**src/hdl/yenc_stream_decoder_defines.svh**
```systemverilog
// Assertion macros for the yEnc stream decoder.
// No dependencies; included by the top level.
`ifndef YENC_STREAM_DECODER_DEFINES_SVH
`define YENC_STREAM_DECODER_DEFINES_SVH

`ifndef SYNTH
// same-cycle implication, sampled on clk, off during reset
`define YSD_ASSERT_IMP(lbl, a, b) \
    lbl: assert property (@(posedge clk) disable iff (!rst_n) (a) |-> (b)) \
        else $error("yenc_stream_decoder: check failed");
// next-cycle implication, sampled on clk, off during reset
`define YSD_ASSERT_NXT(lbl, a, b) \
    lbl: assert property (@(posedge clk) disable iff (!rst_n) (a) |=> (b)) \
        else $error("yenc_stream_decoder: check failed");
`else
`define YSD_ASSERT_IMP(lbl, a, b)
`define YSD_ASSERT_NXT(lbl, a, b)
`endif

`endif

```
**src/hdl/yenc_pkg.sv**
```systemverilog
// Shared types, character constants and keyword tables for the yEnc decoder.
// No dependencies.
package yenc_pkg;

    // special characters
    localparam logic [7:0] CH_LF = 8'h0A;
    localparam logic [7:0] CH_CR = 8'h0D;
    localparam logic [7:0] CH_EQ = 8'h3D;

    localparam logic [7:0] PLAIN_OFFSET  = 8'd42;
    localparam logic [7:0] ESCAPE_OFFSET = 8'd64;

    localparam logic [3:0] POS_MAX   = 4'd15;
    localparam logic [3:0] LEN_BEGIN = 4'd8;
    localparam logic [3:0] LEN_PART  = 4'd7;
    localparam logic [3:0] LEN_END   = 4'd5;

    // match_alive bit positions
    localparam int unsigned ALIVE_BEGIN = 0;
    localparam int unsigned ALIVE_PART  = 1;
    localparam int unsigned ALIVE_END   = 2;
    localparam logic [2:0]  ALIVE_MSG   = 3'b011;
    localparam logic [2:0]  ALIVE_BODY  = 3'b100;

    // result event codes
    typedef enum logic [1:0] {
        EV_DATA  = 2'd0,
        EV_BEGIN = 2'd1,
        EV_PART  = 2'd2,
        EV_END   = 2'd3
    } event_t;

    // keyword completed on the current byte
    typedef enum logic [1:0] {
        HIT_NONE  = 2'd0,
        HIT_BEGIN = 2'd1,
        HIT_PART  = 2'd2,
        HIT_END   = 2'd3
    } kw_hit_t;

    // decoder state carried from item to item
    typedef struct packed {
        logic       in_body;
        logic       escape_pending;
        logic [3:0] line_position;
        logic       keyword_line;
        logic [2:0] match_alive;
    } yenc_state_t;

    // keyword matcher result
    typedef struct packed {
        logic [2:0] next_alive;
        kw_hit_t    hit;
    } kw_match_t;

    // "=ybegin "
    function automatic logic [7:0] kw_begin_char(input logic [2:0] idx);
        logic [7:0] c;
        case (idx)
            3'd0:    c = 8'h3D;
            3'd1:    c = 8'h79;
            3'd2:    c = 8'h62;
            3'd3:    c = 8'h65;
            3'd4:    c = 8'h67;
            3'd5:    c = 8'h69;
            3'd6:    c = 8'h6E;
            3'd7:    c = 8'h20;
            default: c = 8'h00;
        endcase
        return c;
    endfunction

    // "=ypart "
    function automatic logic [7:0] kw_part_char(input logic [2:0] idx);
        logic [7:0] c;
        case (idx)
            3'd0:    c = 8'h3D;
            3'd1:    c = 8'h79;
            3'd2:    c = 8'h70;
            3'd3:    c = 8'h61;
            3'd4:    c = 8'h72;
            3'd5:    c = 8'h74;
            3'd6:    c = 8'h20;
            default: c = 8'h00;
        endcase
        return c;
    endfunction

    // "=yend"
    function automatic logic [7:0] kw_end_char(input logic [2:0] idx);
        logic [7:0] c;
        case (idx)
            3'd0:    c = 8'h3D;
            3'd1:    c = 8'h79;
            3'd2:    c = 8'h65;
            3'd3:    c = 8'h6E;
            3'd4:    c = 8'h64;
            default: c = 8'h00;
        endcase
        return c;
    endfunction

endpackage

```
**src/hdl/yenc_kw_match.sv**
```systemverilog
// Line-start keyword matcher: advances the three keyword trackers by one byte.
// Depends on yenc_pkg.
module yenc_kw_match (
    input  logic [3:0]          pos,
    input  logic [7:0]          byte_in,
    input  logic [2:0]          alive,
    output yenc_pkg::kw_match_t result
);
    import yenc_pkg::*;

    logic ok_begin;
    logic ok_part;
    logic ok_end;

    // per-keyword compare at this line position
    assign ok_begin = alive[ALIVE_BEGIN] && (pos < LEN_BEGIN)
                      && (byte_in == kw_begin_char(pos[2:0]));
    assign ok_part  = alive[ALIVE_PART] && (pos < LEN_PART)
                      && (byte_in == kw_part_char(pos[2:0]));
    assign ok_end   = alive[ALIVE_END] && (pos < LEN_END)
                      && (byte_in == kw_end_char(pos[2:0]));

    // survivors and completed keyword; footer takes priority
    always_comb
    begin
        result.next_alive = {ok_end, ok_part, ok_begin};
        result.hit        = HIT_NONE;
        if (ok_begin && (pos == LEN_BEGIN - 4'd1))
        begin
            result.hit = HIT_BEGIN;
        end
        if (ok_part && (pos == LEN_PART - 4'd1))
        begin
            result.hit = HIT_PART;
        end
        if (ok_end && (pos == LEN_END - 4'd1))
        begin
            result.hit = HIT_END;
        end
    end

endmodule

```
**src/hdl/yenc_dec_step.sv**
```systemverilog
// One-byte decode step: next decoder state and the optional result item.
// Depends on yenc_pkg and yenc_kw_match.
module yenc_dec_step (
    input  yenc_pkg::yenc_state_t st,
    input  logic [7:0]            byte_in,
    output yenc_pkg::yenc_state_t st_next,
    output logic                  emit,
    output logic [7:0]            out_value,
    output yenc_pkg::event_t      out_event
);
    import yenc_pkg::*;

    logic [2:0] alive_eff;
    logic       kwl_eff;
    kw_match_t  match;

    // a new line restarts the trackers for the current mode
    always_comb
    begin
        alive_eff = st.match_alive;
        kwl_eff   = st.keyword_line;
        if (st.line_position == 4'd0)
        begin
            alive_eff = st.in_body ? ALIVE_BODY : ALIVE_MSG;
            kwl_eff   = 1'b0;
        end
    end

    yenc_kw_match u_match (
        .pos     (st.line_position),
        .byte_in (byte_in),
        .alive   (alive_eff),
        .result  (match)
    );

    // state update and result
    always_comb
    begin
        st_next   = st;
        emit      = 1'b0;
        out_value = 8'd0;
        out_event = EV_DATA;
        if (byte_in == CH_LF)
        begin
            st_next.line_position  = 4'd0;
            st_next.keyword_line   = 1'b0;
            st_next.match_alive    = 3'd0;
            st_next.escape_pending = 1'b0;
        end
        else
        begin
            if (st.line_position < POS_MAX)
            begin
                st_next.line_position = st.line_position + 4'd1;
            end
            st_next.keyword_line = kwl_eff;
            st_next.match_alive  = (match.hit != HIT_NONE) ? 3'd0 : match.next_alive;
            if (!st.in_body)
            begin
                // message text: only a header line does anything
                if (match.hit == HIT_BEGIN || match.hit == HIT_PART)
                begin
                    st_next.in_body        = 1'b1;
                    st_next.keyword_line   = 1'b1;
                    st_next.escape_pending = 1'b0;
                    emit                   = 1'b1;
                    out_event              = (match.hit == HIT_BEGIN) ? EV_BEGIN : EV_PART;
                end
            end
            else if (match.hit == HIT_END)
            begin
                st_next.in_body        = 1'b0;
                st_next.keyword_line   = 1'b1;
                st_next.escape_pending = 1'b0;
                emit                   = 1'b1;
                out_event              = EV_END;
            end
            else if (kwl_eff)
            begin
                // rest of a keyword line is dropped
            end
            else if ((st.line_position == 4'd1) && match.next_alive[ALIVE_END])
            begin
                // body line starting "=y" is a keyword line
                st_next.keyword_line   = 1'b1;
                st_next.escape_pending = 1'b0;
            end
            else if (byte_in == CH_CR)
            begin
                // dropped, escape stays armed
            end
            else if (st.escape_pending)
            begin
                st_next.escape_pending = 1'b0;
                emit                   = 1'b1;
                out_value              = byte_in - PLAIN_OFFSET - ESCAPE_OFFSET;
            end
            else if (byte_in == CH_EQ)
            begin
                st_next.escape_pending = 1'b1;
            end
            else
            begin
                emit      = 1'b1;
                out_value = byte_in - PLAIN_OFFSET;
            end
        end
    end

endmodule

```
**src/hdl/yenc_stream_decoder.sv**
```systemverilog
// yEnc stream decoder: one raw byte per item, zero or one result per item.
// Each accepted byte is registered in s1, decoded, and its result registered in the result register.
// Throughput: 1 item per cycle; input stalls only while a held result blocks the result register.
// Reset (rst_n, async active low) clears both register valids and the decoder
// state: message mode, no escape, at line start, no keyword tracking.
// Depends on yenc_pkg, yenc_dec_step and yenc_stream_decoder_defines.svh.
`include "yenc_stream_decoder_defines.svh"

module yenc_stream_decoder (
    input  logic                  clk,
    input  logic                  rst_n,
    input  logic                  in_valid,
    output logic                  in_stall,
    input  logic [7:0]            raw_byte,
    output logic                  out_valid,
    input  logic                  out_stall,
    output logic [7:0]            out_byte,
    output logic [1:0]            event_res
);
    import yenc_pkg::*;

    logic        s1_valid_reg;
    logic        s1_valid_next;
    logic [7:0]  s1_byte_reg;
    logic        out_valid_reg;
    logic        out_valid_next;
    logic [7:0]  out_byte_reg;
    event_t      out_event_reg;
    yenc_state_t state_reg;
    yenc_state_t state_next;
    yenc_state_t step_state;
    logic        step_emit;
    logic [7:0]  step_value;
    event_t      step_event;
    logic        advance;
    logic        consume;

    // result register free or being taken
    assign advance  = !out_valid_reg || !out_stall;
    assign consume  = s1_valid_reg && advance;
    assign in_stall = s1_valid_reg && !advance;

    yenc_dec_step u_step (
        .st        (state_reg),
        .byte_in   (s1_byte_reg),
        .st_next   (step_state),
        .emit      (step_emit),
        .out_value (step_value),
        .out_event (step_event)
    );

    // next values for control registers
    always_comb
    begin
        s1_valid_next  = in_stall ? s1_valid_reg : in_valid;
        out_valid_next = advance ? (s1_valid_reg && step_emit) : out_valid_reg;
        state_next     = consume ? step_state : state_reg;
    end

    // control registers
    always_ff @(posedge clk or negedge rst_n)
    begin
        if (!rst_n)
        begin
            s1_valid_reg  <= 1'b0;
            out_valid_reg <= 1'b0;
            state_reg     <= '0;
        end
        else
        begin
            s1_valid_reg  <= s1_valid_next;
            out_valid_reg <= out_valid_next;
            state_reg     <= state_next;
        end
    end

    // payload registers
    always_ff @(posedge clk)
    begin
        if (in_valid && !in_stall)
        begin
            s1_byte_reg <= raw_byte;
        end
        if (consume && step_emit)
        begin
            out_byte_reg  <= step_value;
            out_event_reg <= step_event;
        end
    end

    assign out_valid = out_valid_reg;
    assign out_byte  = out_byte_reg;
    assign event_res = out_event_reg;

    // checks
    `YSD_ASSERT_IMP(a_esc_only_in_body, state_reg.escape_pending, state_reg.in_body)
    `YSD_ASSERT_NXT(a_header_enters_body,
        consume && step_emit && (step_event == EV_BEGIN || step_event == EV_PART),
        state_reg.in_body)
    `YSD_ASSERT_IMP(a_event_byte_zero,
        out_valid_reg && (out_event_reg != EV_DATA), out_byte_reg == 8'd0)

endmodule
```
**config.mk**
```make
export PLATFORM = sky130hd
export DESIGN_NAME = yenc_stream_decoder
export DESIGN_NICKNAME = d
export VERILOG_FILES = /design/src/hdl/yenc_pkg.sv /design/src/hdl/yenc_kw_match.sv /design/src/hdl/yenc_dec_step.sv /design/src/hdl/yenc_stream_decoder.sv
export VERILOG_INCLUDE_DIRS = /design/src /design/src/hdl
export SDC_FILE = /design/constraint.sdc
export NUM_CORES = 1
export LEC_CHECK = 0
export BUFFER_PORTS_ARGS = -buffer_cell sky130_fd_sc_hd__buf_2
export CAP_MARGIN = 20
export CORE_MARGIN = 2
export CORE_UTILIZATION = 40
export CTS_CLUSTER_SIZE = 28
export DETAILED_ROUTE_END_ITERATION = 6
export SYNTH_ARGS = -nofsm -noshare
export SYNTH_HDL_FRONTEND = slang
export SYNTH_SLANG_ARGS = --single-unit
```
**constraint.sdc**
```tcl
create_clock -name clk -period 7.1 [get_ports clk]
set_clock_uncertainty 0.05 [all_clocks]
set_input_delay 0.355 -clock clk [delete_from_list [all_inputs] [get_ports clk]]
set_output_delay 0.355 -clock clk [all_outputs]
set_load 0.05 [all_outputs]
```
# [After elaboration in Yosys (flattened, before gate mapping)]
# Memories as Yosys holds them, arrays and structs flattened.
# Cells that the tools add are included.
[word_totals] elab_cells=111 out_inout_bits=12 n_memories=1 rom_bits=48 ff_bits=30 input_bits=12
[memory_table] memory="(no name shown)" depth=8 width=6 read_ports=1 rd_ports_with_merged_regs=0 wr=0 line="yenc_pkg.sv:59" rtl="case (idx)"
[classes] bitwise=2 eq_ne=21 add_sub_neg=3 reduce_logical=30 n_lt_le_gt_ge=4 muxes=40
[op_table] op="$pmux 7 s7" count=1
[op_table] op="$pmux 7 s5" count=1
[op_table] op="$eq 8x8->1" count=3
[op_table] op="$mux 1" count=23
[op_table] op="$eq 8x4->1 const B" count=2
[op_table] op="$mux 2" count=8
[op_table] op="$mux 8" count=2
[op_table] op="$logic_and 1x1->1" count=15
[op_table] op="$eq 4x3->1 const B" count=3
[op_table] op="$eq 3x3->1 const B" count=3
[op_table] op="$mux 3" count=3
[op_table] op="$mux 9" count=1
[op_table] op="$eq 8x6->1 const B" count=1
[op_table] op="$lt 4x3->1 const B" count=2
[op_table] op="$lt 4x4->1 const B" count=2
[op_table] op="$sub 8x6->8 const B" count=1
[op_table] op="$sub 8x7->8 const B" count=1
[op_table] op="$eq 3x2->1 const B" count=2
[op_table] op="$reduce_or 6->1" count=1
[op_table] op="$ne 5x2->1 const B" count=1
[op_table] op="$add 4x1->4 const B" count=1
[op_table] op="$eq 2x2->1 const B" count=2
[op_table] op="$eq 4x1->1 const B" count=1
[op_table] op="$logic_not 1->1" count=4
[op_table] op="other kinds (12)" count=16

# [Logic depth before layout (Yosys ltp)]
# Gate-level depths: netlist of run 1.
[logic_depth] depth_word=14 mapped_depth=18 depth_no_buf=15

# [Hierarchy]
# Synthesis of run 1 repeated with hierarchy kept, for this count alone.
[hier_totals] hier_cells=242 hier_area_um2=2374.8
[by_module_without_submodules] mod="yenc_stream_decoder" cells_each=50 n_inst=1 area_per_inst_um2=1051.0
[by_module_without_submodules] mod="yenc_kw_match" cells_each=92 n_inst=1 area_per_inst_um2=673.1
[by_module_without_submodules] mod="yenc_dec_step" cells_each=100 n_inst=1 area_per_inst_um2=650.6

# [Worst setup path before layout of run 1]
# Ideal clock, no wire load.
[synth_timing] kind="register to register" start="reg state_reg[4] (netlist bit)" end="reg out_event_reg[0] (netlist: event_res[0]) (enable)" path_buffers=3 t_arrival_ns=4.000 setup_time_ns=0.392 path_stages_with_launch=17 setup_slack_ns=2.658 required_ns=6.658 path_cell_list="dfrtp_1 clkbuf_1 inv_1 ha_1 buf_2 nand2b_1 clkbuf_1 nand3_1 a221o_1 a2111oi_0 and2_1 o21ai_0 ha_1 inv_1 nor2_1 nor3_1 a21boi_0"
[synth_via] elab_chain_cells=14 word_cells_on_any_way=47
[synth_lines] element="start, declared" line="yenc_stream_decoder.sv:29" rtl="yenc_state_t state_reg;"
[synth_lines] element="start signal, assigned" line="yenc_stream_decoder.sv:73" rtl="state_reg <= state_next;"
[synth_lines] element="parallel branches: the longest is 11 deep, another holds $mem_v2 8x6"
[synth_lines] element="$mux 1 *" line="yenc_dec_step.sv:58" rtl="if (!st.in_body)"
[synth_lines] element="$mux 1 *" line="yenc_dec_step.sv:43" rtl="if (byte_in == CH_LF)"
[synth_lines] element="$logic_and 1x1->1 *" line="yenc_stream_decoder.sv:84" rtl="if (consume && step_emit)"
[synth_lines] element="end signal, assigned" line="yenc_stream_decoder.sv:87" rtl="out_event_reg <= step_event;"
[synth_lines] element="end, declared" line="yenc_stream_decoder.sv:28" rtl="event_t out_event_reg;"
# Mark *: on every way between the ends.
# A chain may end at the register's enable or synchronous reset.

# [Worst setup path after layout of run 1]
[layout_timing] start="reg state_reg[6] (netlist bit)" end="reg out_byte_reg[1] (netlist: out_byte[1]) (enable)"
[layout_via] elab_chain_cells=14 word_cells_on_any_way=47
[layout_lines] element="parallel branches: the longest is 11 deep, another holds $mem_v2 8x6"
[layout_lines] element="$mux 1 *" line="yenc_dec_step.sv:58"
[layout_lines] element="$mux 1 *" line="yenc_dec_step.sv:43"
[layout_lines] element="$logic_and 1x1->1 *" line="yenc_stream_decoder.sv:84"
[layout_lines] element="end signal, assigned" line="yenc_stream_decoder.sv:86" rtl="out_byte_reg <= step_value;"
[layout_lines] element="end, declared" line="yenc_stream_decoder.sv:27" rtl="logic [7:0] out_byte_reg;"
# Marks and branches as above.

==> results.md, run 1 <==
Setup path:
- The startpoint class of the critical path is a flip-flop.
- STA classifies the critical path endpoint as a flip-flop.
- Data on the critical path is required at its endpoint by around 7000 ps.
- The critical path is of the flip-flop to flip-flop type.
- The data arrival time of the worst path is between 4000 and 5000 ps.
- In this run the worst path has a maximum fanout of 31.

Hold path:
- The path type of the worst min-delay path is input port to flip-flop.

Route:
- The initial detailed-routing violation count is 176.
- Wires add up to 5820 µm.
- The count of nets left with antenna violations once routing finished came out at 0.
- The number of search-and-repair iterations in the first detailed-routing pass is 4.
- The number of vias in the routed layout is 2060.
- In the routed design, unresolved DRC markers number 0.
- Dividing the detail-routed wire length by the instance count gives 16.4 µm.
- Dividing the detail-routed via count by the number of cells gives 5.80.

Logic synthesis:
- The complex-gate fraction of the synthesized area is between 20% and 30%.
- The cell area that synthesis handed to floorplanning was 0.00238 mm².
- The number of flops mapped to enable cells by yosys is 18.
- The unique cell type count in the Yosys netlist is 59.
- During synthesis, Yosys emitted a total of 0 warnings.
- The simple-gate portion of the synthesized area is 22.4%.
- The number of storage elements in the synthesis netlist is 30.
- The sequential area share after synthesis is 35.4%.
- The cell taking the most area after synthesis is sky130_fd_sc_hd__edfxtp_1.
- Counting every net in the synthesized netlist gives between 200 and 300.
- For this run, the leading register cell type out of synthesis is sky130_fd_sc_hd__edfxtp_1.
- The proportion of synthesized flip-flops having asynchronous set or reset is approximately two fifths.
- After Yosys synthesis, XOR and XNOR cells account for 5.16% of the synthesized area.
- The proportion of synthesized area in mux cells is around 1.7%.
- After Yosys synthesis, full adders, half adders and majority gates account for under 10% of the synthesized area.
- The fraction of synthesized cell area taken by the top area cell type is around 23%.
- The dominant combinational cell family by area after synthesis is compound AO/OA/AOI/OAI gates.
- After synthesis, the mean cell area works out to 8.90 µm².
- Synthesis handed over a netlist of 267 instances.
- Sorting the synthesized cells by area gives the leading types as sky130_fd_sc_hd__edfxtp_1 23%, sky130_fd_sc_hd__dfrtp_1 13%, sky130_fd_sc_hd__ha_1 5.8%.

STA:
- At the pin with the least slew margin, the transition time is between 900 and 1000 ps.
- The final max-slew violation count is 0.
- The setup total negative slack is 0 ps.
- Headroom to the max-slew limit came out at 36.0%.
- The number of hold violations in the final report was 0.
- After layout, the minimum clock period comes to roughly 4900 ps.
- Once routing completed, OpenROAD measured the worst setup slack at 2240 ps.
- Setup repair after global routing left no endpoint under its margin.
- Setup violations remaining at the end of the flow were counted as 0.
- The highest achievable clock rate is roughly 0.21 GHz.
- The final critical path takes up between 60% and 70% of the cycle.

Floorplanning:
- Once the floorplan was initialized, standard cells occupied about two fifths of the core.
- For this design the top-level I/O count stands at 24.
- The vertical die dimension is ~81 µm.
- The placement row count is 28.
- The region available for standard cell placement spans ~0.0058 mm².
- The die area is around 0.0066 mm².
- The horizontal extent of the die is between 80 and 90 µm.

Placement:
- The count of input and output buffers is 23.
- Summed over all nets, the half-perimeter wirelength after detailed placement is 4390 µm.
- The weighted congestion at the end of routability-driven global placement is between 0.9 and 1.
- Prior to clock tree synthesis, the placed netlist has a worst setup slack of around 2300 ps.

Power:
- For this design the static power due to leakage is just over 1 nW.
- IR analysis of the VDD net gives a maximum drop of around 0.16 mV.
- The ratio of total power to cell area is roughly 280 mW/mm².

Final layout:
- Relative to the synthesized area, the layout overhead comes to 9.11%.
- Cells with a size suffix above 1 make up roughly 15% of the layout.
- Counting the fill cells in the layout gives ~600.
- The register with the most flip-flops in the layout has 10 of them.
- For this run, the post-layout net count is 302.
- 0 antenna diodes ended up in the layout.

GRT:
- The via count of the first global-routing pass is about 1900.
- Global routing used between 10% and 20% of the available tracks across all layers.
- The initial antenna violation count is 0.
- The global-route wire length before repair is between 9000 and 10000 µm.
- Global routing finished with a remaining overflow of 0.
- Entering global routing, the biggest net connects 32 pins.

Clocking:
- The clock passes through at most 2 buffers.
- TritonCTS built the clock tree.
- The number of buffers inserted during clock tree synthesis is 5.
- The clock-pin slew on the worst setup and hold paths is 60 ps.
- The CTS H-tree depth is 2.
- The clock drives 30 sinks.
- The later pin in the worst-skew pair is clocked with a latency of approximately 280 ps.
- The tree is rooted in a sky130_fd_sc_hd__clkbuf_8.

Job:
- The tool flagged a number of max-cap violations equal to 0.

Run status:
- The flow ran to the end, and the final reports show no timing, DRC or antenna violations.
cells by family after synthesis:
| family | Yosys count |
|---|---|
| buf+inv | 33 |
| mux | 4 |
| fa+ha+maj | 11 |
| flops | 30 |
| compound gates | 78 |
| xor+xnor | 14 |
| simple gates | 97 |
worst paths after layout:
path	cells after the start	end	slack, ps	start
worst max-delay path	14	out_byte[1]$_SDFFCE_PP0P_	2240	state_reg[6]$_DFFE_PN0P_
worst min register to register	1	state_reg[0]$_DFFE_PN0P_	470	state_reg[0]$_DFFE_PN0P_
max in group asynchronous	2	state_reg[6]$_DFFE_PN0P_	6320	rst_n
min in group asynchronous	2	state_reg[8]$_DFFE_PN0P_	440	rst_n
worst max register to register	14	out_byte[1]$_SDFFCE_PP0P_	2240	state_reg[6]$_DFFE_PN0P_
worst min-delay path	1	s1_byte_reg[7]$_DFFE_PP_	190	raw_byte[7]
power breakdown:
group	internal [W]	total (W)	switching (W)
Clock	0.0000671	0.000127	0.0000602
Sequential	0.000200	0.000263	0.0000635
Combinational	0.000143	0.000328	0.000185
through the flow:
stage	cells	power [W]	util (%)	cell area (µm²)	hold slack, ps
CTS	355	0.000719	44.6	2590	188
global placement	346	0.000587	43.0	2500	222
global route	355	0.000773	44.6	2590	187
finish	355	0.000719	44.6	2590	194
detailed placement	346	0.000588	43.0	2500	231
floorplan	267	0.000525	-	2380	9.41
routing by layer:
layer,routed length [µm],up-vias,part of all wire [%],track usage (%)
met5,0,-,0,0
met4,60,0,1.0,4.92
met3,357,6,6.1,3.67
met2,2760,70,47,33.1
met1,2640,963,45,25.7
li1,-,1021,-,-
cell usage after synthesis, drive strengths merged, types with 2 or more instances:
library cell,instances
a221oi,2
nor4,6
a41oi,3
a21o,4
edfxtp,18
a21boi,2
nor4b,3
o21ba,2
a221o,2
a2111oi,2
and4,2
buf,8
a21oi,10
o211ai,3
mux2i,3
ha,11
dfrtp,12
a311oi,2
nand4,3
nor2b,6
xor2,3
o21bai,4
nand2,21
nor3b,2
o21a,10
nor2,19
o22ai,3
clkbuf,12
or3,4
o21ai,19
nand3,11
o2111ai,2
xnor2,11
nor3,8
nand2b,7
and2,3
inv,12
critical path, stage by stage, from the launching register on:
cell,delay (ps)
sky130_fd_sc_hd__dfrtp_1,970
sky130_fd_sc_hd__clkinv_1,500
sky130_fd_sc_hd__ha_1,420
sky130_fd_sc_hd__xnor2_1,160
sky130_fd_sc_hd__o2111ai_1,180
sky130_fd_sc_hd__nor4b_4,420
sky130_fd_sc_hd__nand3_2,240
sky130_fd_sc_hd__nor2_2,220
sky130_fd_sc_hd__o21ai_0,160
sky130_fd_sc_hd__ha_1,320
sky130_fd_sc_hd__inv_1,80
sky130_fd_sc_hd__nor2_1,60
sky130_fd_sc_hd__nor3_1,330
sky130_fd_sc_hd__a21boi_0,220
sky130_fd_sc_hd__buf_4,210
cells in the final DEF, fill, tap and decap left out, types with 3 or more instances in the layout:
cell,count
sky130_fd_sc_hd__a21oi_1,9
sky130_fd_sc_hd__o22ai_1,3
sky130_fd_sc_hd__ha_1,11
sky130_fd_sc_hd__nand3_1,10
sky130_fd_sc_hd__clkbuf_8,5
sky130_fd_sc_hd__mux2i_1,3
sky130_fd_sc_hd__xnor2_1,11
sky130_fd_sc_hd__nor2b_1,6
sky130_fd_sc_hd__a21o_1,4
sky130_fd_sc_hd__inv_1,12
sky130_fd_sc_hd__o21bai_1,4
sky130_fd_sc_hd__nand2b_1,7
sky130_fd_sc_hd__a41oi_1,3
sky130_fd_sc_hd__o21ai_0,19
sky130_fd_sc_hd__buf_2,23
sky130_fd_sc_hd__edfxtp_1,18
sky130_fd_sc_hd__or3_1,3
sky130_fd_sc_hd__dfrtp_1,12
sky130_fd_sc_hd__nor2_1,18
sky130_fd_sc_hd__and2_1,3
sky130_fd_sc_hd__nor4_1,6
sky130_fd_sc_hd__xor2_1,3
sky130_fd_sc_hd__o21a_1,10
sky130_fd_sc_hd__nand4_1,3
sky130_fd_sc_hd__nand2_1,21
sky130_fd_sc_hd__nor3_1,8
final cells by class:
type	count	area [µm²]	share of cell area, %
clock inverter	2	8.76	0.338
timing repair buffer	25	133	5.12
tap	75	93.8	3.62
multi-input combinational	204	1400	53.8
inverter	13	48.8	1.88
clock buffer	6	72.6	2.80
sequential	30	841	32.4
repair_timing:
item	in CTS	in global routing
hold buffers	1	0
gates resized for setup	0	0
endpoints found under the hold margin	12	0
buffers inserted	0	0
No activity file was read; power rests on OpenSTA's default activity.
==> run 2, diff against run 1 <==
==> constraint.sdc (replaced) <==
create_clock -name clk -period 3.9 [get_ports clk]
set_clock_uncertainty 0.05 [all_clocks]
set_input_delay 0.195 -clock clk [delete_from_list [all_inputs] [get_ports clk]]
set_output_delay 0.195 -clock clk [all_outputs]
set_load 0.05 [all_outputs]
==> run 2 against run 1 <==
The run now ends with DRC left. Maximum frequency grew 33%. Worst setup slack worse by 2000 ps. Critical path depth unchanged. Largest cell class unchanged. Critical endpoint is now out_byte[2]$_SDFFCE_PP0P_. Non-clock buffer count is 23 higher. Register-to-register slack worse by 2000 ps. Count of clock-buffer cells in the layout up 2. Design area up 9.1%. Combinational power grew 140%. Worst hold slack worse by 170 ps. First-iteration DRC count down 15%. Via count up 5.8%.
==> results.md, run 2 (synthesized netlist as in run 1, its figures left out) <==
Clocking:
- The TritonCTS clock tree is yes.
- The clock-pin slew on the worst setup and hold paths is 70 ps (about the same).
- The CTS H-tree depth is 2 (unchanged).
- The TritonCTS sink count came to 30 (unchanged).
- The insertion delay of the later-clocked pin in the worst-skew pair came to 290 ps (about the same).
- The number of buffers inserted during clock tree synthesis is 5 (unchanged).
- The buffer depth of the longest clock path is 2 (unchanged).
- The root buffer cell chosen for the clock tree is sky130_fd_sc_hd__clkbuf_8.

Setup path:
- The startpoint of the lowest-slack register-to-register path is state_reg[4]$_DFFE_PN0P_.
- The maximum net fanout on the critical path came to 11 (-65%).
- The setup slack on the worst flop-to-flop path is 250 ps (-1990 ps).
- The endpoint required time on the critical path is 3860 ps (-3170 ps).
- STA classifies the critical path startpoint as a flip-flop.
- The data arrival time of the worst path is 3610 ps (-1180 ps).
- The worst register-to-register path ends at out_byte[2]$_SDFFCE_PP0P_.
- The worst setup path is captured at a flip-flop.
- The path depth of the worst reg2reg path is 14 (unchanged).
- The critical setup path kind is flip-flop to flip-flop.

Route:
- The initial detailed-routing violation count is 149 (-15%).
- The DRC violation count after routing is 1 (+1).
- The number of antenna-violating nets in the routed design came to 0 (unchanged).
- The per-cell routed wire length is 16.7 µm (+2.0%).
- The number of search-and-repair iterations in the first detailed-routing pass was 7 (+3).
- The number of vias in the routed layout came to 2180 (+5.8%).
- The total wire length is 6320 µm (+8.6%).
- The detailed-route vias per instance came to 5.77 (-0.61%).

GRT:
- The total routing resource utilization after global routing is 21.2% (+1.7 points).
- The pin count of the biggest net entering global routing is 15 (-53%).
- The initial antenna violation count is 0 (unchanged).
- The overflow left after global routing is 0 (unchanged).
- The via count of the first global-routing pass is 2029 (+7.4%).
- The global-route wire length before repair is 10400 µm (+7.9%).

Final layout:
- The top cell types in the final layout, fill and taps aside, are 23 x sky130_fd_sc_hd__buf_2, 23 x sky130_fd_sc_hd__buf_4, 21 x sky130_fd_sc_hd__nand2_1.
- The number of flip-flops under the largest register name is 10 (unchanged).
- The fraction of the core area covered by cells at the end of the flow came to 48.6% (+4.0 points).
- The filler-free cell count of the finished design is 378 (+6.5%).
- Relative to the synthesized area, the layout overhead comes to 19.0%.
- The total inserted antenna cells is 0 (unchanged).
- The proportion of layout cells with a drive suffix above 1 came to 24.8% (+10 points).
- The final net count came to 325 (+7.6%).

STA:
- The final worst slack is 254 ps (-1990 ps).
- The final setup violation count was 0 (unchanged).
- The time the worst path needs with I/O delays and setup is 3650 ps (-1210 ps).
- The actual transition at the worst max-transition pin is 693 ps (-267 ps).
- The final worst-path cycle share is 93.5% (+25 points).
- The setup total negative slack is 0 ps (unchanged).
- The highest achievable clock rate is 0.274 GHz (+33%).
- The final max-slew violation count came to 0 (unchanged).
- The number of hold violations in the final report came to 0 (unchanged).
- The worst-case headroom to the max-slew limit was 53.4% (+17 points).

Power:
- The leakage power figure came to 1.13 nW (+11%).
- The ratio of total power to cell area is 519 mW/mm² (+87%).
- The overall power consumption is 0.00147 W (+100%).
- The worst voltage drop across the vdd grid is 0.271 mV (+71%).

Floorplanning:
- The placement row count is 28 (unchanged).
- The vertical die dimension is 81.1 µm (unchanged).
- The die area came to 0.00657 mm² (unchanged).
- The horizontal extent of the die came to 81.1 µm (unchanged).
- The starting utilization of the core area is 40.9% (unchanged).
- The number of ports placed on the die boundary is 24 (unchanged).
- The placeable core area came to 0.00582 mm² (unchanged).

Job:
- The number of max-cap violations is 0 (unchanged).

Hold path:
- The number of cells traversed by the worst hold path was 1 (unchanged).
- The hold path endpoint is s1_byte_reg[7]$_DFFE_PP_.
- The hold path startpoint is raw_byte[7].
- The path type of the worst min-delay path is input port to flip-flop.

Placement:
- The weighted congestion at the end of routability-driven global placement was 0.858 (-6.5%).
- The minimum setup slack after placement is 31.8 ps (-2270 ps).
- The sum of net half-perimeters after detailed placement is 4650 µm (+5.9%).
- The instance count after placement with tap cells included is 367 (+6.1%).
- The count of input and output buffers came to 23 (unchanged).

Run status:
- The flow ran to the end, but the final reports show violations.
- The checks that failed: DRC.
[run 2: cell types whose count changed in the layout (fill, tap and decap cells not counted), sizes merged]
cell | previous run | this run
clkinv | 3 | 1
clkbuf | 6 | 8
buf | 24 | 47
[run 2: power by group]
part           switching (W)  internal [W]
sequential         0.0000567      0.000367
combinational       0.000436      0.000338
clock               0.000127      0.000144
[run 2: what timing repair did]
item / in CTS / in global routing
setup buffers: 0 / 2
gates resized for setup: 0 / 11
hold buffers: 1 / 0
endpoints found under the hold margin: 12 / 0
endpoints found under the setup margin: 0 / 12
[run 2: area by class of cell]
cell class | instances | area, µm²
Tap cell | 75 | 93.8
Timing Repair Buffer | 48 | 318
Fill cell | 585 | 2990
Inverter | 13 | 48.8
Clock buffer | 8 | 90.1
Sequential cell | 30 | 845
Multi-Input combinational cell | 204 | 1430
[run 2: metrics by stage]
step                      hold WS (ps)  instance area (µm²)
final                             23.1                 2830
after global routing              19.6                 2830
after CTS                         20.5                 2770
after detailed placement          79.8                 2670
after global placement            72.0                 2670
after floorplan                   -151                 2390
[run 2: worst max path at each step]
stage | start | to | slack [ps] | depth (start not counted)
floorplan | state_reg[4]$_DFFE_PN0P_ | event_res[0]$_SDFFCE_PP0P_ | 2 | 16
global placement | state_reg[4]$_DFFE_PN0P_ | out_byte[5]$_SDFFCE_PP0P_ | 60 | 13
detailed placement | state_reg[4]$_DFFE_PN0P_ | out_byte[2]$_SDFFCE_PP0P_ | 30 | 13
CTS | state_reg[4]$_DFFE_PN0P_ | out_byte[4]$_SDFFCE_PP0P_ | 20 | 13
global route | state_reg[4]$_DFFE_PN0P_ | state_reg[8]$_DFFE_PN0P_ | -20 | 16
finish | state_reg[4]$_DFFE_PN0P_ | out_byte[2]$_SDFFCE_PP0P_ | 250 | 14
[run 2: critical path: stages (launching register included)]
cell,delay (ps)
sky130_fd_sc_hd__dfrtp_2,410
sky130_fd_sc_hd__inv_2,80
sky130_fd_sc_hd__ha_2,260
sky130_fd_sc_hd__or3_4,430
sky130_fd_sc_hd__a221o_1,350
sky130_fd_sc_hd__nor4b_4,300
sky130_fd_sc_hd__nand3_2,120
sky130_fd_sc_hd__nor2_2,170
sky130_fd_sc_hd__o21ai_0,150
sky130_fd_sc_hd__ha_1,310
sky130_fd_sc_hd__inv_1,70
sky130_fd_sc_hd__nor2_1,50
sky130_fd_sc_hd__nor3_1,210
sky130_fd_sc_hd__a21boi_4,240
sky130_fd_sc_hd__buf_12,140
[run 2: layer usage]
layer	up-vias	part of all wire, %	track usage, %	routed length, µm
met4	0	2.4	6.78	154
li1	1051	-	-	-
met3	19	4.2	3.78	266
met5	-	0	0	0
met1	1032	46	27.7	2900
met2	78	47	35.6	2990
==> run 3, diff against run 2 <==
--- a/config.mk
+++ b/config.mk
@@ -9,9 +9,10 @@
 export BUFFER_PORTS_ARGS = -buffer_cell sky130_fd_sc_hd__buf_2
 export CAP_MARGIN = 20
 export CORE_MARGIN = 2
-export CORE_UTILIZATION = 40
+export CORE_UTILIZATION = 45
 export CTS_CLUSTER_SIZE = 28
 export DETAILED_ROUTE_END_ITERATION = 6
+export PLACE_DENSITY = 0.66
 export SYNTH_ARGS = -nofsm -noshare
 export SYNTH_HDL_FRONTEND = slang
 export SYNTH_SLANG_ARGS = --single-unit
==> run 3 against run 2 <==
The flow now finishes without violations. Design area grew 0.49%. Cell count decreased by 0.26%. Power up 1.5%.
==> results.md, run 3 (synthesized netlist as in run 1, its figures left out) <==
Run status:
- The flow ran to the end, and the final reports show no timing, DRC or antenna violations.

STA:
- The number of hold violations in the final report is 0 (unchanged).
- The highest achievable clock rate came to 0.272 GHz (-0.86%).
- The worst slack on hold paths is 20.8 ps (-2.33 ps).
- The final setup violation count was 0 (unchanged).
- The time the worst path needs with I/O delays and setup is 3680 ps (+31.6 ps).
- The final worst-path cycle share is 94.3% (+0.81 points).
- The actual transition at the worst max-transition pin is 658 ps (-35.1 ps).
- The worst-case headroom to the max-slew limit is 55.7% (+2.4 points).
- The setup total negative slack came to 0 ps (unchanged).
- The final max-slew violation count is 0 (unchanged).

Setup path:
- The setup slack on the worst flop-to-flop path is 220 ps (-30 ps).
- The startpoint of the lowest-slack register-to-register path is state_reg[4]$_DFFE_PN0P_.
- The end of the worst register-to-register path is out_byte[3]$_SDFFCE_PP0P_.
- The maximum net fanout on the critical path was 10 (-1).
- The critical setup path kind is flip-flop to flip-flop.
- The path depth of the worst reg2reg path is 14 (unchanged).
- The endpoint required time on the critical path came to 3870 ps (about the same).
- The startpoint class of the critical path is a flip-flop.
- The worst setup path is captured at a flip-flop.
- The data arrival time of the worst path is 3640 ps (+30 ps).

Floorplanning:
- The number of ports placed on the die boundary is 24 (unchanged).
- The placeable core area is 0.00511 mm² (-12%).
- The vertical die dimension came to 76.7 µm (-5.4%).
- The starting utilization of the core area is 46.5% (+5.7 points).
- The die area is 0.00588 mm² (-11%).
- The horizontal extent of the die is 76.7 µm (-5.4%).
- The placement row count was 26 (-7.1%).

Final layout:
- The proportion of layout cells with a drive suffix above 1 is 24.1% (-0.65 points).
- The final net count came to 329 (+1.2%).
- Leaving out fill and tap cells, the most frequent cell in the layout is sky130_fd_sc_hd__buf_4.
- The area growth from synthesis to layout is 19.6%.
- The total inserted antenna cells is 0 (unchanged).
- The number of flip-flops under the largest register name is 10 (unchanged).
- Leaving out fill and tap cells, the most frequent cells in the layout are 27 x sky130_fd_sc_hd__buf_4, 23 x sky130_fd_sc_hd__buf_2, 21 x sky130_fd_sc_hd__nand2_1.

Placement:
- The sum of net half-perimeters after detailed placement is 4610 µm (-0.79%).
- The count of input and output buffers was 23 (unchanged).
- The weighted congestion at the end of routability-driven global placement is 0.943 (+9.9%).

Clocking:
- The insertion delay of the later-clocked pin in the worst-skew pair is 290 ps (about the same).
- The TritonCTS sink count is 30 (unchanged).
- The CTS H-tree depth is 2 (unchanged).
- The clock-pin slew on the worst setup and hold paths is 70 ps (about the same).
- The number of buffers inserted during clock tree synthesis is 5 (unchanged).
- The tree is rooted in a sky130_fd_sc_hd__clkbuf_8.
- The buffer depth of the longest clock path came to 2 (unchanged).
- TritonCTS built the clock tree.

Hold path:
- The path type of the worst min-delay path is input port to flip-flop.
- The number of cells traversed by the worst hold path is 1 (unchanged).
- The startpoint identified for the worst hold timing path is raw_byte[1].
- The hold path endpoint is s1_byte_reg[1]$_DFFE_PP_.

GRT:
- The total routing resource utilization after global routing is 21.8% (+0.62 points).
- The global-route wire length before repair is 10000 µm (-3.9%).
- The via count of the first global-routing pass was 2034 (+0.25%).
- The initial antenna violation count is 0 (unchanged).
- The pin count of the biggest net entering global routing is 15 (unchanged).
- The overflow left after global routing is 0 (unchanged).

Job:
- The number of max-cap violations is 0 (unchanged).

Route:
- The number of vias in the routed layout came to 2176 (-0.18%).
- The DRC violation count after routing came to 0 (-1).
- The per-cell routed wire length is 15.8 µm (-5.6%).
- The number of antenna-violating nets in the routed design came to 0 (unchanged).
- The total wire length is 5940 µm (-5.9%).
- The number of search-and-repair iterations in the first detailed-routing pass is 5 (-2).
- The detailed-route vias per instance is 5.77 (about the same).
- The initial detailed-routing violation count is 156 (+4.7%).

Power:
- The ratio of total power to cell area was 524 mW/mm² (+0.97%).
- The worst voltage drop across the vdd grid is 0.372 mV (+37%).
- The leakage power figure was 1.16 nW (+2.6%).
run 3: cell count changes in the layout (fill, tap and decap cells not counted), sizes merged:
| cell | change |
|---|---|
| clkbuf | -2 |
| clkinv | +1 |
| buf | +4 |
| clkinvlp | +1 |
run 3: worst max-delay path, cell delays in order (launching register included):
cell	delay, ps
sky130_fd_sc_hd__dfrtp_1	390
sky130_fd_sc_hd__inv_1	120
sky130_fd_sc_hd__ha_2	260
sky130_fd_sc_hd__or3_4	400
sky130_fd_sc_hd__a221o_1	330
sky130_fd_sc_hd__nor4b_4	310
sky130_fd_sc_hd__nand3_2	130
sky130_fd_sc_hd__nor2_2	170
sky130_fd_sc_hd__o21ai_0	150
sky130_fd_sc_hd__ha_1	310
sky130_fd_sc_hd__inv_1	70
sky130_fd_sc_hd__nor2_1	60
sky130_fd_sc_hd__nor3_1	220
sky130_fd_sc_hd__a21boi_4	250
sky130_fd_sc_hd__buf_12	150
run 3: metal layers:
metal / global-route usage [%] / share of wire, % / vias to the layer above
met3: 4.59 / 7.1 / 14
met2: 36.5 / 48 / 84
met1: 27.3 / 42 / 1010
li1: - / - / 1068
met5: 0 / 0 / -
met4: 9.09 / 2.9 / 0
run 3: timing repair:
action,CTS,global route
setup buffers,0,1
resized for setup,0,4
endpoints found under the hold margin,12,0
hold buffers,1,0
setup endpoints to repair,0,11
run 3: final cells by class:
class | count | area, µm²
fill | 480 | 2270
multi-input combinational | 204 | 1420
sequential | 30 | 841
timing repair buffer | 52 | 348
tap | 70 | 87.6
clock buffer | 6 | 82.6
inverter | 13 | 48.8
clock inverter | 2 | 12.5
run 3: worst max-delay path by stage:
stage / startpoint / endpoint / slack, ps / cells past startpoint
3_3_place_gp: state_reg[4]$_DFFE_PN0P_ / out_byte[2]$_SDFFCE_PP0P_ / 240 / 13
3_5_place_dp: state_reg[4]$_DFFE_PN0P_ / out_byte[3]$_SDFFCE_PP0P_ / 150 / 13
6_report: state_reg[4]$_DFFE_PN0P_ / out_byte[3]$_SDFFCE_PP0P_ / 220 / 14
5_1_grt: state_reg[4]$_DFFE_PN0P_ / out_byte[3]$_SDFFCE_PP0P_ / -10 / 15
4_1_cts: state_reg[4]$_DFFE_PN0P_ / out_byte[3]$_SDFFCE_PP0P_ / 100 / 13
2_1_floorplan: state_reg[4]$_DFFE_PN0P_ / event_res[0]$_SDFFCE_PP0P_ / 2 / 16
run 3: report_power, final:
part	total, W	internal (W)	switching, W
logic	0.000810	0.000364	0.000445
registers	0.000411	0.000365	0.0000459
clock network	0.000270	0.000142	0.000128
total	0.00149	0.000871	0.000619
run 3: metrics by stage:
| step | instances | worst slack (ps) | cell area (µm²) | utilization, % | total power, W |
|---|---|---|---|---|---|
| 3_5_place_dp | 367 | 146 | 2700 | 52.9 | 0.00120 |
| 5_1_grt | 377 | -12.9 | 2840 | 55.6 | 0.00159 |
| 3_3_place_gp | 367 | 243 | 2700 | 52.9 | 0.00121 |
| 2_1_floorplan | 267 | 2.03 | 2390 | - | 0.000958 |
| 4_1_cts | 376 | 103 | 2810 | 54.9 | 0.00147 |
| 6_report | 377 | 223 | 2840 | 55.6 | 0.00149 |
